<file path="config.mk">
export PLATFORM = sky130hd
export DESIGN_NAME = pva_front
export DESIGN_NICKNAME = d
export VERILOG_FILES = /design/src/rtl/core/polar_vector_adder_assert.svh /design/src/rtl/core/pva_pkg.sv /design/src/rtl/core/pva_front.sv
export SDC_FILE = /design/constraint.sdc
export NUM_CORES = 2
export LEC_CHECK = 0
export ABC_CLOCK_PERIOD_IN_PS = 9880
export BUFFER_PORTS_ARGS = -buffer_cell sky130_fd_sc_hd__buf_2
export CORE_MARGIN = 2
export CORE_UTILIZATION = 45
export CTS_BUF_LIST = sky130_fd_sc_hd__clkbuf_8
export DETAILED_ROUTE_END_ITERATION = 10
export HOLD_SLACK_MARGIN = 0.05
export SETUP_SLACK_MARGIN = 0.3
export SYNTH_ARGS = -nofsm -noshare
export SYNTH_HDL_FRONTEND = slang
export SYNTH_SLANG_ARGS = --single-unit
</file>
<file path="constraint.sdc">
create_clock -name i_clk -period 9.88 [get_ports i_clk]
set_input_delay 1.976 -clock i_clk [delete_from_list [all_inputs] [get_ports i_clk]]
set_output_delay 1.976 -clock i_clk [all_outputs]
set_load 0.05 [all_outputs]
</file>
<file path="src/rtl/core/polar_vector_adder_assert.svh">
// Assertion macros for the polar vector adder RTL.
`ifndef POLAR_VECTOR_ADDER_ASSERT_SVH
`define POLAR_VECTOR_ADDER_ASSERT_SVH

// Same-cycle implication, sampled on i_clk and disabled during reset.
`define PVA_ASSERT_NOW(lbl, ante, cons, msg) \
    lbl: assert property (@(posedge i_clk) disable iff (!i_rst_n) (ante) |-> (cons)) \
        else $error(msg);

// Next-cycle implication, sampled on i_clk and disabled during reset.
`define PVA_ASSERT_NEXT(lbl, ante, cons, msg) \
    lbl: assert property (@(posedge i_clk) disable iff (!i_rst_n) (ante) |=> (cons)) \
        else $error(msg);

`endif

</file>
<file path="src/rtl/core/pva_pkg.sv">
// Package with the widths, payload types and constants of the polar vector adder.
package pva_pkg;

    localparam int RADIUS_BITS   = 24;
    localparam int DIR_FRAC_BITS = 14;
    localparam int DIR_W         = DIR_FRAC_BITS + 2;
    localparam int MAG_W         = RADIUS_BITS + DIR_FRAC_BITS + 2;
    localparam int PROD_W        = MAG_W + 1;
    localparam int HALF_W        = (MAG_W + 1) / 2;
    localparam int HIGH_W        = MAG_W - HALF_W;
    localparam int FULL_W        = 2 * MAG_W + 2;
    localparam int ROOT_W        = RADIUS_BITS + 3;
    localparam int SQ_W          = 2 * ROOT_W;
    localparam int REM_W         = ROOT_W + 1;
    localparam int QUO_W         = DIR_FRAC_BITS + 1;
    localparam int OUT_RAD_W     = RADIUS_BITS + 1;
    localparam int DIR_ONE       = 1 << DIR_FRAC_BITS;
    localparam int THR_W         = 8;
    localparam int QUEUE_DEPTH   = 4;
    localparam int QPTR_W        = $clog2(QUEUE_DEPTH);
    localparam int APB_AW        = 3;
    localparam int APB_DW        = 32;

    localparam logic             REG_ZERO_THRESHOLD = 1'b0;
    localparam logic [THR_W-1:0] THR_RESET          = THR_W'(1);

    typedef struct packed {
        logic [RADIUS_BITS-1:0]  a_radius;
        logic signed [DIR_W-1:0] a_dir_x;
        logic signed [DIR_W-1:0] a_dir_y;
        logic [RADIUS_BITS-1:0]  b_radius;
        logic signed [DIR_W-1:0] b_dir_x;
        logic signed [DIR_W-1:0] b_dir_y;
    } t_req;

    typedef struct packed {
        logic [OUT_RAD_W-1:0]    sum_radius;
        logic signed [DIR_W-1:0] sum_dir_x;
        logic signed [DIR_W-1:0] sum_dir_y;
        logic                    is_zero;
    } t_res;

    typedef struct packed {
        logic             x_neg;
        logic [MAG_W-1:0] x_mag;
        logic             y_neg;
        logic [MAG_W-1:0] y_mag;
    } t_vec;

endpackage

</file>
<file path="src/rtl/core/pva_front.sv">
// Front part: accepts requests, scales both directions and forms the cartesian sum.
module pva_front (
    input  logic          i_clk,
    input  logic          i_rst_n,
    input  logic          push,
    output logic          full,
    input  pva_pkg::t_req i_req,
    output logic          o_vec_valid,
    input  logic          i_vec_ready,
    output pva_pkg::t_vec o_vec
);
    import pva_pkg::*;

    logic                     r_valid;
    logic signed [PROD_W-1:0] r_ax;
    logic signed [PROD_W-1:0] r_bx;
    logic signed [PROD_W-1:0] r_ay;
    logic signed [PROD_W-1:0] r_by;
    logic [PROD_W:0]          sum_x;
    logic [PROD_W:0]          sum_y;
    logic [PROD_W:0]          abs_x;
    logic [PROD_W:0]          abs_y;
    logic                     take;

    assign full = r_valid && !i_vec_ready;
    assign take = push && !full;

    always_ff @(posedge i_clk) begin
        if (!i_rst_n) begin
            r_valid <= 1'b0;
        end else if (!full) begin
            r_valid <= push;
        end
    end

    always_ff @(posedge i_clk) begin
        if (take) begin
            r_ax <= $signed({1'b0, i_req.a_radius}) * i_req.a_dir_x;
            r_bx <= $signed({1'b0, i_req.b_radius}) * i_req.b_dir_x;
            r_ay <= $signed({1'b0, i_req.a_radius}) * i_req.a_dir_y;
            r_by <= $signed({1'b0, i_req.b_radius}) * i_req.b_dir_y;
        end
    end

    always_comb begin
        sum_x = {r_ax[PROD_W-1], r_ax} + {r_bx[PROD_W-1], r_bx};
        sum_y = {r_ay[PROD_W-1], r_ay} + {r_by[PROD_W-1], r_by};
        abs_x = sum_x[PROD_W] ? (~sum_x + 1'b1) : sum_x;
        abs_y = sum_y[PROD_W] ? (~sum_y + 1'b1) : sum_y;
        o_vec.x_neg = sum_x[PROD_W];
        o_vec.x_mag = abs_x[MAG_W-1:0];
        o_vec.y_neg = sum_y[PROD_W];
        o_vec.y_mag = abs_y[MAG_W-1:0];
    end

    assign o_vec_valid = r_valid;

endmodule

</file>
==> metrics <==
final net count=between 8000 and 9000; CTS resizes=0; hold path depth=2; Crit. End Element=register; vias in the first global route=approximately 50000; DIE WIDTH=376 µm; via count=46400; most frequent cells in the layout=inv_1, fa_1, nand2_1; largest net degree at the start of global routing=81; Worst-path clk slew=0.11 ns; minimum clock period=8.74 ns; Max Root-Sink Buffers=2; post-synthesis register bit count=165; Core Footprint=between 100000 and 150000 µm²; DRC Markers=0; Layout area overhead=4.71%; CTS Buf Count=17; Worst Path Max Fanout=32; Synth Net Count=9028; router iterations before antenna repair=6; CTS tree=yes; outcome=completed; post-synthesis cell area=62400 µm²; setup TNS=0 ns; Final Hold Vio Count=0; Row Count=136; DR vias/cell=5.26; Initial Util=45.4%; kind of cell adding the most delay to the critical path=adder cells; Fillers=13300; Post-synth ARST share=0%; R2R setup slack=roughly 6.7 ns; slew of the pin with the lowest slew margin=1.04 ns; hold buffer count at cts=0; Slew HR=30.8%; # port buffers=199; DP Wirelength=136000 µm; EDFF count, synth=164; worst hold slack=between 0.7 and 0.8 ns; Req. time, crit path=slightly above 10 ns; RD Place Congestion=0.916; RSZ-0062 raised after global routing=no; Critical R2R Launch=o_vec_valid; first-pass GRT wire length=275000 µm; Startpoint Class=input pin; # setup viols final=0; CP cell instances=buf_2 -> nand2_1 -> fa_1 -> fa_1 -> fa_1 -> inv_1 -> fa_1 -> fa_1 -> inv_1 -> fa_1 -> inv_1 -> ha_1 -> and4_1 -> and3_1 -> nor2b_1 -> o311a_1 -> nor3_1 -> nor2_1 -> a31oi_1 -> a31oi_1 -> a2111oi_0 -> o21bai_1 -> xor2_1; WHS Endpoint=o_vec_valid; I/O pins=200; Hold WC Path Type=reg2reg; Top FF cell, synth=edfxtp_1; initial antenna violation count=19; worst reg2reg endpoint=r_bx[34]; Slew Limit Fails=0; sequential share of the synthesized area=7.93%; critical path's slowest cell=a2111oi_0; number of max-cap violations=0; DRT iter0 DRCs=2743; most common cell after layout, fill and taps aside=inv_1; crit path DAT=roughly 9 ns; Post-CTS Repair Setup Buffers=0; Critical Path Most Common Cell=fa_1; Layout Skew=0.0290 ns; Overflow after GRT=0; die area=142000 µm²; Mapped Avg Cell Area=roughly 9 µm²; Cells after Synth=7050; all-layer global routing usage=24.7%; chip height=376 µm; part of the cycle the worst path needs=88.4%; drt wl/cell=about 19 µm; FMAX=114 MHz; Yosys cell types=between 90 and 100; CTS Sinks=165; H-tree depth=4; Yosys Warn Count=0; Hold Crit Start=o_vec_valid; post-route ant nets=0; crit path kind=in2reg; Worst Reg-to-Reg Cells=4; crit path buf inv count=4; layout cell share with drive strength beyond 1=about 4.9%; root buffer cell=clkbuf_8; Worst-Skew Late Latency=0.58 ns; CP peak stage delay=0.76 ns; WL final=roughly 170000 µm
sequential cells by signal, indices dropped and copies added (netlist names):
signal,flops
r_ay,41
o_vec_valid,1
r_by,41
r_ax,41
r_bx,41
cells in the mapped netlist (all sizes together), types with 43 or more instances:
cell type	n	area [µm²]
a21o	101	758
a21oi	211	1060
and2	676	4230
clkbuf	303	1140
edfxtp	164	4920
fa	1226	24500
ha	636	7960
inv	1596	5990
nand2	901	3380
nand2b	75	477
nor2	192	723
nor3	43	215
o21ai	146	734
xnor2	195	1710
xor2	81	717
worst min-delay path: stages (launching register included):
cell	delay, ns
dfxtp_1	0.32
nor2b_1	0.18
o21a_1	0.17
final cells by class:
type	instances	area, µm²	share of cell area, %
sequential	165	4940	7.57
clock buffer	17	234	0.358
tap	1794	2240	3.44
clock inverter	15	119	0.182
multi-input combinational	4979	50300	77.0
antenna	7	17.5	0.0268
timing repair buffer	261	1470	2.26
inverter	1597	5990	9.18
cell families after synthesis:
group / share of synthesized area (%)
AND/OR/NAND/NOR: 16.6
buffers and inverters: 11.5
adder cells (fa/ha/maj): 52.1
AO/OA/AOI/OAI: 7.76
XOR/XNOR: 3.92
flip-flops: 7.93
multiplexers: 0.164
routing by layer:
layer  global-route usage, %  part of all wire (%)  vias to the layer above
met4                    5.07                   1.8                       24
met5                       0                 0.083                        -
met1                    34.3                    45                    23600
met3                    3.59                   5.8                      181
met2                    41.0                    47                     1263
li1                        -                     -                    21400
how the worst max path moves through the flow:
stage / depth (start not counted) / from / endpoint / slack [ns]
global route: 23 / i_req[48] / r_by[37] / 0.78
floorplan: 25 / i_req[1] / r_by[37] / 1.62
CTS: 23 / i_req[48] / r_by[37] / 1.27
global placement: 20 / i_req[1] / r_by[37] / 0.73
finish: 23 / i_req[48] / r_by[37] / 1.14
detailed placement: 23 / i_req[48] / r_by[37] / 0.66
per-stage QoR:
stage / setup slack [ns] / util, % / std cells / area (µm²)
final: 1.14 / 47.5 / 8835 / 65300
after global routing: 0.775 / 47.5 / 8830 / 65300
after CTS: 1.27 / 47.5 / 8828 / 65300
after detailed placement: 0.657 / 47.2 / 8796 / 64900
after global placement: 0.727 / 47.2 / 8796 / 64900
after floorplan: 1.62 / - / 7050 / 62400
Power is not shown: default switching activity piles up to over one toggle a cycle in this logic, so the estimate is an artifact.
