**src/rtl/core/polar_vector_adder_assert.svh**
```systemverilog
// Assertion macros for the polar vector adder RTL.
`ifndef POLAR_VECTOR_ADDER_ASSERT_SVH
`define POLAR_VECTOR_ADDER_ASSERT_SVH

// Same-cycle implication, sampled on i_clk and disabled during reset.
`define PVA_ASSERT_NOW(lbl, ante, cons, msg) \
    lbl: assert property (@(posedge i_clk) disable iff (!i_rst_n) (ante) |-> (cons)) \
        else $error(msg);

// Next-cycle implication, sampled on i_clk and disabled during reset.
`define PVA_ASSERT_NEXT(lbl, ante, cons, msg) \
    lbl: assert property (@(posedge i_clk) disable iff (!i_rst_n) (ante) |=> (cons)) \
        else $error(msg);

`endif

```
**src/rtl/core/pva_pkg.sv**
```systemverilog
// Package with the widths, payload types and constants of the polar vector adder.
package pva_pkg;

    localparam int RADIUS_BITS   = 24;
    localparam int DIR_FRAC_BITS = 14;
    localparam int DIR_W         = DIR_FRAC_BITS + 2;
    localparam int MAG_W         = RADIUS_BITS + DIR_FRAC_BITS + 2;
    localparam int PROD_W        = MAG_W + 1;
    localparam int HALF_W        = (MAG_W + 1) / 2;
    localparam int HIGH_W        = MAG_W - HALF_W;
    localparam int FULL_W        = 2 * MAG_W + 2;
    localparam int ROOT_W        = RADIUS_BITS + 3;
    localparam int SQ_W          = 2 * ROOT_W;
    localparam int REM_W         = ROOT_W + 1;
    localparam int QUO_W         = DIR_FRAC_BITS + 1;
    localparam int OUT_RAD_W     = RADIUS_BITS + 1;
    localparam int DIR_ONE       = 1 << DIR_FRAC_BITS;
    localparam int THR_W         = 8;
    localparam int QUEUE_DEPTH   = 4;
    localparam int QPTR_W        = $clog2(QUEUE_DEPTH);
    localparam int APB_AW        = 3;
    localparam int APB_DW        = 32;

    localparam logic             REG_ZERO_THRESHOLD = 1'b0;
    localparam logic [THR_W-1:0] THR_RESET          = THR_W'(1);

    typedef struct packed {
        logic [RADIUS_BITS-1:0]  a_radius;
        logic signed [DIR_W-1:0] a_dir_x;
        logic signed [DIR_W-1:0] a_dir_y;
        logic [RADIUS_BITS-1:0]  b_radius;
        logic signed [DIR_W-1:0] b_dir_x;
        logic signed [DIR_W-1:0] b_dir_y;
    } t_req;

    typedef struct packed {
        logic [OUT_RAD_W-1:0]    sum_radius;
        logic signed [DIR_W-1:0] sum_dir_x;
        logic signed [DIR_W-1:0] sum_dir_y;
        logic                    is_zero;
    } t_res;

    typedef struct packed {
        logic             x_neg;
        logic [MAG_W-1:0] x_mag;
        logic             y_neg;
        logic [MAG_W-1:0] y_mag;
    } t_vec;

endpackage

```
**src/rtl/core/pva_queue.sv**
```systemverilog
// Short queue that decouples the front part from the back part.
module pva_queue (
    input  logic          i_clk,
    input  logic          i_rst_n,
    input  logic          i_wr,
    input  pva_pkg::t_vec i_data,
    output logic          o_not_full,
    input  logic          i_rd,
    output logic          o_not_empty,
    output pva_pkg::t_vec o_data
);
    import pva_pkg::*;

    t_vec              r_mem [QUEUE_DEPTH];
    logic [QPTR_W-1:0] r_wr_ptr;
    logic [QPTR_W-1:0] r_rd_ptr;
    logic [QPTR_W:0]   r_count;
    logic              do_wr;
    logic              do_rd;

    assign o_not_full  = r_count != (QPTR_W + 1)'(QUEUE_DEPTH);
    assign o_not_empty = r_count != '0;
    assign do_wr       = i_wr && o_not_full;
    assign do_rd       = i_rd && o_not_empty;
    assign o_data      = r_mem[r_rd_ptr];

    always_ff @(posedge i_clk) begin
        if (!i_rst_n) begin
            r_wr_ptr <= '0;
            r_rd_ptr <= '0;
            r_count  <= '0;
        end else begin
            if (do_wr) begin
                r_wr_ptr <= r_wr_ptr + 1'b1;
            end
            if (do_rd) begin
                r_rd_ptr <= r_rd_ptr + 1'b1;
            end
            if (do_wr && !do_rd) begin
                r_count <= r_count + 1'b1;
            end else if (do_rd && !do_wr) begin
                r_count <= r_count - 1'b1;
            end
        end
    end

    always_ff @(posedge i_clk) begin
        if (do_wr) begin
            r_mem[r_wr_ptr] <= i_data;
        end
    end

endmodule

```
**config.mk**
```make
export PLATFORM = sky130hd
export DESIGN_NAME = pva_queue
export DESIGN_NICKNAME = d
export VERILOG_FILES = /design/src/rtl/core/polar_vector_adder_assert.svh /design/src/rtl/core/pva_pkg.sv /design/src/rtl/core/pva_queue.sv
export SDC_FILE = /design/constraint.sdc
export NUM_CORES = 1
export LEC_CHECK = 0
export BUFFER_PORTS_ARGS = -buffer_cell sky130_fd_sc_hd__buf_2
export CAP_MARGIN = 0
export CORE_MARGIN = 1.5
export CORE_UTILIZATION = 60
export DETAILED_ROUTE_END_ITERATION = 12
export PLACE_DENSITY = 0.88
export SYNTH_ARGS = -nofsm -noshare
export SYNTH_HDL_FRONTEND = slang
export SYNTH_SLANG_ARGS = --single-unit
```
**constraint.sdc**
```tcl
create_clock -name i_clk -period 6.8 [get_ports i_clk]
set_clock_uncertainty 0.05 [all_clocks]
set_input_delay 1.02 -clock i_clk [delete_from_list [all_inputs] [get_ports i_clk]]
set_output_delay 1.02 -clock i_clk [all_outputs]
set_load 0.03 [all_outputs]
```
==> impl_metrics.env, run 1 <==
export IMPL_via_count=5506
export IMPL_drive_gt1_share_pct=44.7
export IMPL_wirelength_um=21600
export IMPL_cts_sinks=337
export IMPL_track_usage_pct=20.7
export IMPL_final_common_cell="edfxtp_1"
export IMPL_overflow=0
export IMPL_dominantRegCellSynth="edfxtp_1"
export IMPL_fp_coreArea_um2=20200
export IMPL_cp_slowest_stage_delay_ps=870
export IMPL_die_h_um=147
export IMPL_die_w_um=147
export IMPL_setup_worst_path_class="flop to output port"
export IMPL_clk_path_buf_depth=3
export IMPL_fp_row_count=52
export IMPL_cts_tree="yes"
export IMPL_drc=0
export IMPL_clk_root_buffer_cell="clkbuf_16"
export IMPL_ant_nets=0
export IMPL_status="finished clean"
export IMPL_io_buffers=169
export IMPL_cp_arrival_ps=3060
export IMPL_post_cts_setup_buffers=0
export IMPL_hold_viol_final=0
export IMPL_ir_drop_uv=326
export IMPL_fmax_ghz=0.242
export IMPL_ys_ff_latch=337
export IMPL_critPathTopFamily="buffers and inverters"
export IMPL_mappedNetlistArea_um2=12400
export IMPL_leakagePower_nw=4.81
export IMPL_synth_cell_type_count=24
export IMPL_yosysSeqAreaShare_pct=80.9
export IMPL_avgSynthCellArea_um2=26.0
export IMPL_fill_cells=1173
export IMPL_area_growth_pct=15.6
export IMPL_syn_inst=476
export IMPL_setup_viol=0
export IMPL_insertion_delay_ps=540
export IMPL_grt_pass1_wl_um=33300
export IMPL_crit_path_top_delay_cell="dfxtp_4"
export IMPL_path_cells="buf_4, mux4_2, buf_2"
export IMPL_numCtsBuffers=31
export IMPL_wl_per_cell_um=22.6
export IMPL_yosys_warnings=0
export IMPL_endpoint_kind="output port"
export IMPL_gp_congestion=0.763
export IMPL_synth_edf_count=328
export IMPL_grt_max_degree=83
export IMPL_p_total_mw=5.72
export IMPL_drt_pre_antenna_iters=5
export IMPL_start_util_pct=61.3
export IMPL_max_slew_margin_rel_pct=19.3
export IMPL_syn_nets=568
export IMPL_post_route_util_pct=70.8
export IMPL_maxCapViolCount=0
export IMPL_cp_num_buf_inv=2
export IMPL_p_per_area_nw_per_um2=399
export IMPL_hp_class="flop to flop"
export IMPL_layout_common_cells="edfxtp_1, buf_2, mux4_2"
export IMPL_fin_nets=756
export IMPL_worstPathMaxFanout=42
export IMPL_maxSlewViolCount=0
export IMPL_antenna_found_initial=2
export IMPL_grt_pass1_vias=5914
export IMPL_finalCriticalPeriod_ps=4130
export IMPL_crit_required_ps=5730
export IMPL_rsz0062_at_grt="false"
export IMPL_tightest_slew_ps=1210
export IMPL_fin_tns_setup_ps=0
export IMPL_clk_pin_slew_ps=60
export IMPL_critPathLaunchType="flop"
export IMPL_cts_max_level=1
export IMPL_drt_iter0_drc=393
export IMPL_cts_resized=0
export IMPL_hold_buffers=0
export IMPL_fin_crit_sh_pct=60.8
export IMPL_dp_hpwl_um=13100
export IMPL_viasPerCell=5.75
export IMPL_ys_async_sr_fraction_pct=0
export IMPL_die_area_um2=21500
export IMPL_pin_count=170
[path summary, 6_finish.rpt]
check                            startpoint           end  slack (ps)  cells past startpoint
worst max-delay path                   flop    o_data[43]        2670                      3
worst min-delay path            r_wr_ptr[0]   r_wr_ptr[0]         450                      2
worst max register to register   r_count[0]  r_mem[0][29]        4090                      4
worst min register to register  r_wr_ptr[0]   r_wr_ptr[0]         450                      2
[cell usage after synthesis (2+ instances only)]
library cell	n	share of area [%]
mux4_2	81	15
inv_1	3	0.091
nand2_1	5	0.15
and2_1	8	0.40
mux2i_1	3	0.24
clkbuf_1	2	0.061
buf_12	8	1.3
edfxtp_1	328	79
buf_2	8	0.32
xnor2_1	3	0.21
or3_1	2	0.10
ha_1	5	0.50
dfxtp_1	9	1.5
[metrics by stage]
step / instance area [um^2] / setup WS (ps) / instances / hold slack [ps]
floorplan: 12400 / 3050 / 476 / 418
global placement: 13400 / 3120 / 901 / 427
detailed placement: 13400 / 3100 / 901 / 443
CTS: 14300 / 2520 / 957 / 451
global route: 14300 / 2350 / 957 / 488
finish: 14300 / 2670 / 958 / 453
[metal layers]
layer | vias up | part of all wire (%) | GRT usage (%)
met2 | 206 | 54 | 35.7
met5 | - | 0.055 | 0
met3 | 39 | 5.7 | 3.98
met4 | 2 | 2.1 | 5.61
met1 | 2849 | 39 | 27.4
li1 | 2410 | - | -
[cell families after synthesis]
kind of cell / synth area share, %
flops: 80.9
mux: 15.2
buf+inv: 1.86
simple gates: 0.737
fa+ha+maj: 0.666
compound gates: 0.363
xor+xnor: 0.283
[worst min-delay path: cells and delay by family, from the launching register on]
kind | cells | cell delay [ps]
DFF | 1 | 340
and+or+nand+nor | 1 | 60
muxes | 1 | 50
[cell type report]
type	count	area [um^2]	area share (%)
Timing Repair Buffer	174	883	6.16
Clock buffer	37	798	5.57
Clock inverter	19	116	0.812
Sequential cell	337	10000	70.0
Inverter	3	11.3	0.0786
Antenna cell	1	2.50	0.0175
Tap cell	270	338	2.36
Multi-Input combinational cell	117	2140	15.0
[flip-flops by register name (all words and copies together) (netlist names), named ones only]
signal and flops:
r_wr_ptr 2, r_rd_ptr 2, r_count 3, r_mem 328
[report_power, final]
| group | switching [mW] | internal (mW) |
|---|---|---|
| logic | 0.910 | 0.586 |
| clock network | 0.672 | 0.869 |
| registers | 0.161 | 2.53 |
| total | 1.74 | 3.98 |
(Power assumes the default switching activity.)
==> inputs of run 2 (changes only) <==
ABC_AREA = 1   (was not set)
CORE_UTILIZATION = 52   (was 60)
PLACE_DENSITY = 0.81   (was 0.88)
clock period = 3.35 ns   (was 6.8 ns; I/O delays follow)
==> run 2 against run 1 <==
  * Non-clock buffer count rose by 12
  * Hold slack got worse by 290 ps
  * Critical path depth rose by 1
  * Synthesized cell count rose by 81%
  * Die area rose by 18%
  * Via count rose by 39%
  * Wire length rose by 19%
  * Cell count rose by 44%
  * Clock power rose by 130%
  * Sequential share of layout area fell by 2.6 points
  * Critical path type unchanged
  * Clock-buffer cell count rose by 7
  * Combinational power rose by 130%
  * Largest cell class unchanged
==> impl_metrics.env, run 2 <==
export IMPL_status="finished clean"
export IMPL_cp_num_buf_inv=2
export IMPL_drive_gt1_share_pct=24.9
export IMPL_cts_sinks=337
export IMPL_cp_slowest_stage_delay_ps=600
export IMPL_clk_root_buffer_cell="clkbuf_16"
export IMPL_yosys_warnings=0
export IMPL_fmax_ghz=0.340
export IMPL_top_regs="r_mem: 328 flops, r_count: 3 flops"
export IMPL_drt_pre_antenna_iters=5
export IMPL_cp_arrival_ps=2390
export IMPL_final_common_cell="edfxtp_1"
export IMPL_crit_path_top_delay_cell="buf_4"
export IMPL_antenna_found_initial=4
export IMPL_tightest_slew_ps=719
export IMPL_clockPowerShare_pct=29.1
export IMPL_finalCriticalPeriod_ps=2940
export IMPL_cts_resized=0
export IMPL_synth_edf_count=328
export IMPL_fp_row_count=57
export IMPL_drt_iter0_drc=560
export IMPL_die_h_um=160
export IMPL_grt_pass1_wl_um=40200
export IMPL_p_total_mw=12.3
export IMPL_fill_cells=1761
export IMPL_max_slew_margin_rel_pct=52.1
export IMPL_top_register="r_mem"
export IMPL_fin_nets=1123
export IMPL_switching_share_pct=34.0
export IMPL_synth_compound_area_share_pct=11.3
export IMPL_die_w_um=160
export IMPL_viasPerCell=5.53
export IMPL_endpoint_kind="output port"
export IMPL_crit_required_ps=2800
export IMPL_wl_per_cell_um=18.6
export IMPL_post_cts_setup_buffers=0
export IMPL_dp_hpwl_um=14500
export IMPL_synth_simple_gate_area_share_pct=5.94
export IMPL_critPathLaunchType="flop"
export IMPL_synth_cell_type_count=24
export IMPL_yosysTopAreaCellShare_pct=77.3
export IMPL_synth_commonest_cells="edfxtp_1, nor2_1, o21ai_0"
export IMPL_synth_top_family_by_area="compound AO/OA/AOI/OAI gates"
export IMPL_grt_pass1_vias=7822
export IMPL_worstPathMaxFanout=72
export IMPL_grt_max_degree=79
export IMPL_holdWs_ps=159
export IMPL_syn_nets=953
export IMPL_internal_power_mw=8.11
export IMPL_drc=0
export IMPL_synth_xor_area_share_pct=0.0688
export IMPL_netlist_top_cells_area="edfxtp_1, nor2_1, o22ai_1, o21ai_0, o21ai_1"
export IMPL_io_buffers=169
export IMPL_largest_reg_flops=328
export IMPL_clk_path_buf_depth=3
export IMPL_start_util_pct=52.7
export IMPL_mappedNetlistArea_um2=12700
export IMPL_dominantRegCellSynth="edfxtp_1"
export IMPL_syn_inst=861
export IMPL_pwr_share_comb_pct=28.0
export IMPL_ys_async_sr_fraction_pct=0
export IMPL_p_seq_share_pct=42.9
export IMPL_p_per_area_nw_per_um2=826
export IMPL_hold_viol_final=0
export IMPL_setup_worst_path_class="flop to output port"
export IMPL_wirelength_um=25700
export IMPL_setup_viol=0
export IMPL_path_cells="buf_4, o21ai_0, o22ai_1, buf_2"
export IMPL_overflow=0
export IMPL_reg2reg_to="r_count[1]"
export IMPL_ys_ff_latch=337
export IMPL_synth_area_mux_share_pct=0
export IMPL_cp_endpoint="o_data[22]"
export IMPL_leakagePower_nw=5.23
export IMPL_crit_cells=4
export IMPL_rrSetupSlack_ps=1070
export IMPL_gp_congestion=0.730
export IMPL_cts_tree="yes"
export IMPL_maxSlewViolCount=0
export IMPL_synth_area_leader_cell="edfxtp_1"
export IMPL_die_area_um2=25400
export IMPL_r2r_start="r_count[1]"
export IMPL_numCtsBuffers=35
export IMPL_worstRegToRegCells=9
export IMPL_rsz0062_at_grt="false"
export IMPL_via_count=7647
export IMPL_hold_buffers=0
export IMPL_hp_class="input port to flop"
export IMPL_area_growth_pct=16.9
export IMPL_fin_crit_sh_pct=87.8
export IMPL_track_usage_pct=20.2
export IMPL_p_switching_mw=4.18
export IMPL_critPathTopFamily="buffers and inverters"
export IMPL_yosysMostFrequentCell="edfxtp_1"
export IMPL_insertion_delay_ps=500
export IMPL_avgSynthCellArea_um2=14.8
export IMPL_pin_count=170
export IMPL_synth_fa_ha_area_share_pct=0.648
export IMPL_layout_common_cells="edfxtp_1, nor2_1, buf_2"
export IMPL_maxCapViolCount=0
export IMPL_post_route_util_pct=61.6
export IMPL_clk_pin_slew_ps=60
export IMPL_yosysSeqAreaShare_pct=78.8
export IMPL_fp_coreArea_um2=24200
export IMPL_cts_max_level=2
export IMPL_ir_drop_uv=676
export IMPL_ant_nets=0
## run 2: layout make-up
type                            count  area [um^2]  area share, %
Antenna cell                        3         7.51         0.0504
Clock buffer                       44          952           6.40
Clock inverter                     18          119          0.799
Inverter                           16         66.3          0.446
Multi-Input combinational cell    455         2310           15.5
Sequential cell                   337        10000           67.4
Tap cell                          324          405           2.72
Timing Repair Buffer              186          986           6.62
## run 2: how the worst min path moves through the flow
stage / start / end / slack [ps] / cells after the start
global route: i_data[45] / r_mem[0][45] / 140 / 1
CTS: i_data[74] / r_mem[1][74] / 140 / 1
floorplan: r_rd_ptr[1] / flop / 410 / 2
finish: i_data[70] / r_mem[3][70] / 160 / 1
global placement: r_rd_ptr[1] / flop / 430 / 2
detailed placement: r_rd_ptr[1] / flop / 450 / 2
## run 2: power groups by stage
stage | Clock, mW | Sequential (mW) | Combinational (mW)
floorplan | 0 | 5.32 | 2.55
global placement | 0 | 5.34 | 3.37
detailed placement | 0 | 5.36 | 3.44
CTS | 3.64 | 5.28 | 3.47
global route | 3.81 | 5.31 | 3.70
finish | 3.57 | 5.28 | 3.44
## run 2: worst register-to-register path, cell delays in order, from the launching register on
cell	delay, ps
dfxtp_1	340
nor2_1	140
nand2_1	130
nand2_1	360
inv_1	150
ha_1	250
inv_1	100
fa_1	410
o21ai_0	180
nor2_1	60
## run 2: stage by stage
stage                     instances  setup WS [ps]  instance area, um^2  TNS (ps)
after floorplan                 861           -224                12700    -73500
after global placement         1318           1040                13800         0
after detailed placement       1318            976                13800         0
after CTS                      1380            411                14900         0
after global routing           1381            263                14900         0
final                          1383            410                14900         0
## run 2: logic make-up (layout without fill, tap and decap cells)
logic type | count (synthesis) | in the layout
flip-flops | 337 | 337
AO/OA/AOI/OAI | 250 | 250
AND/OR/NAND/NOR | 198 | 198
buffers and inverters | 69 | 264
adder cells (fa/ha/maj) | 6 | 6
XOR/XNOR | 1 | 1
other | 0 | 3
## run 2: metal layers
| metal | vias to the layer above | global-route usage, % | wire (um) |
|---|---|---|---|
| met5 | - | 0 | 12 |
| met2 | 262 | 34.4 | 12900 |
| met1 | 3746 | 25.1 | 10200 |
| met3 | 51 | 5.29 | 1990 |
| li1 | 3586 | - | - |
| met4 | 2 | 7.38 | 615 |
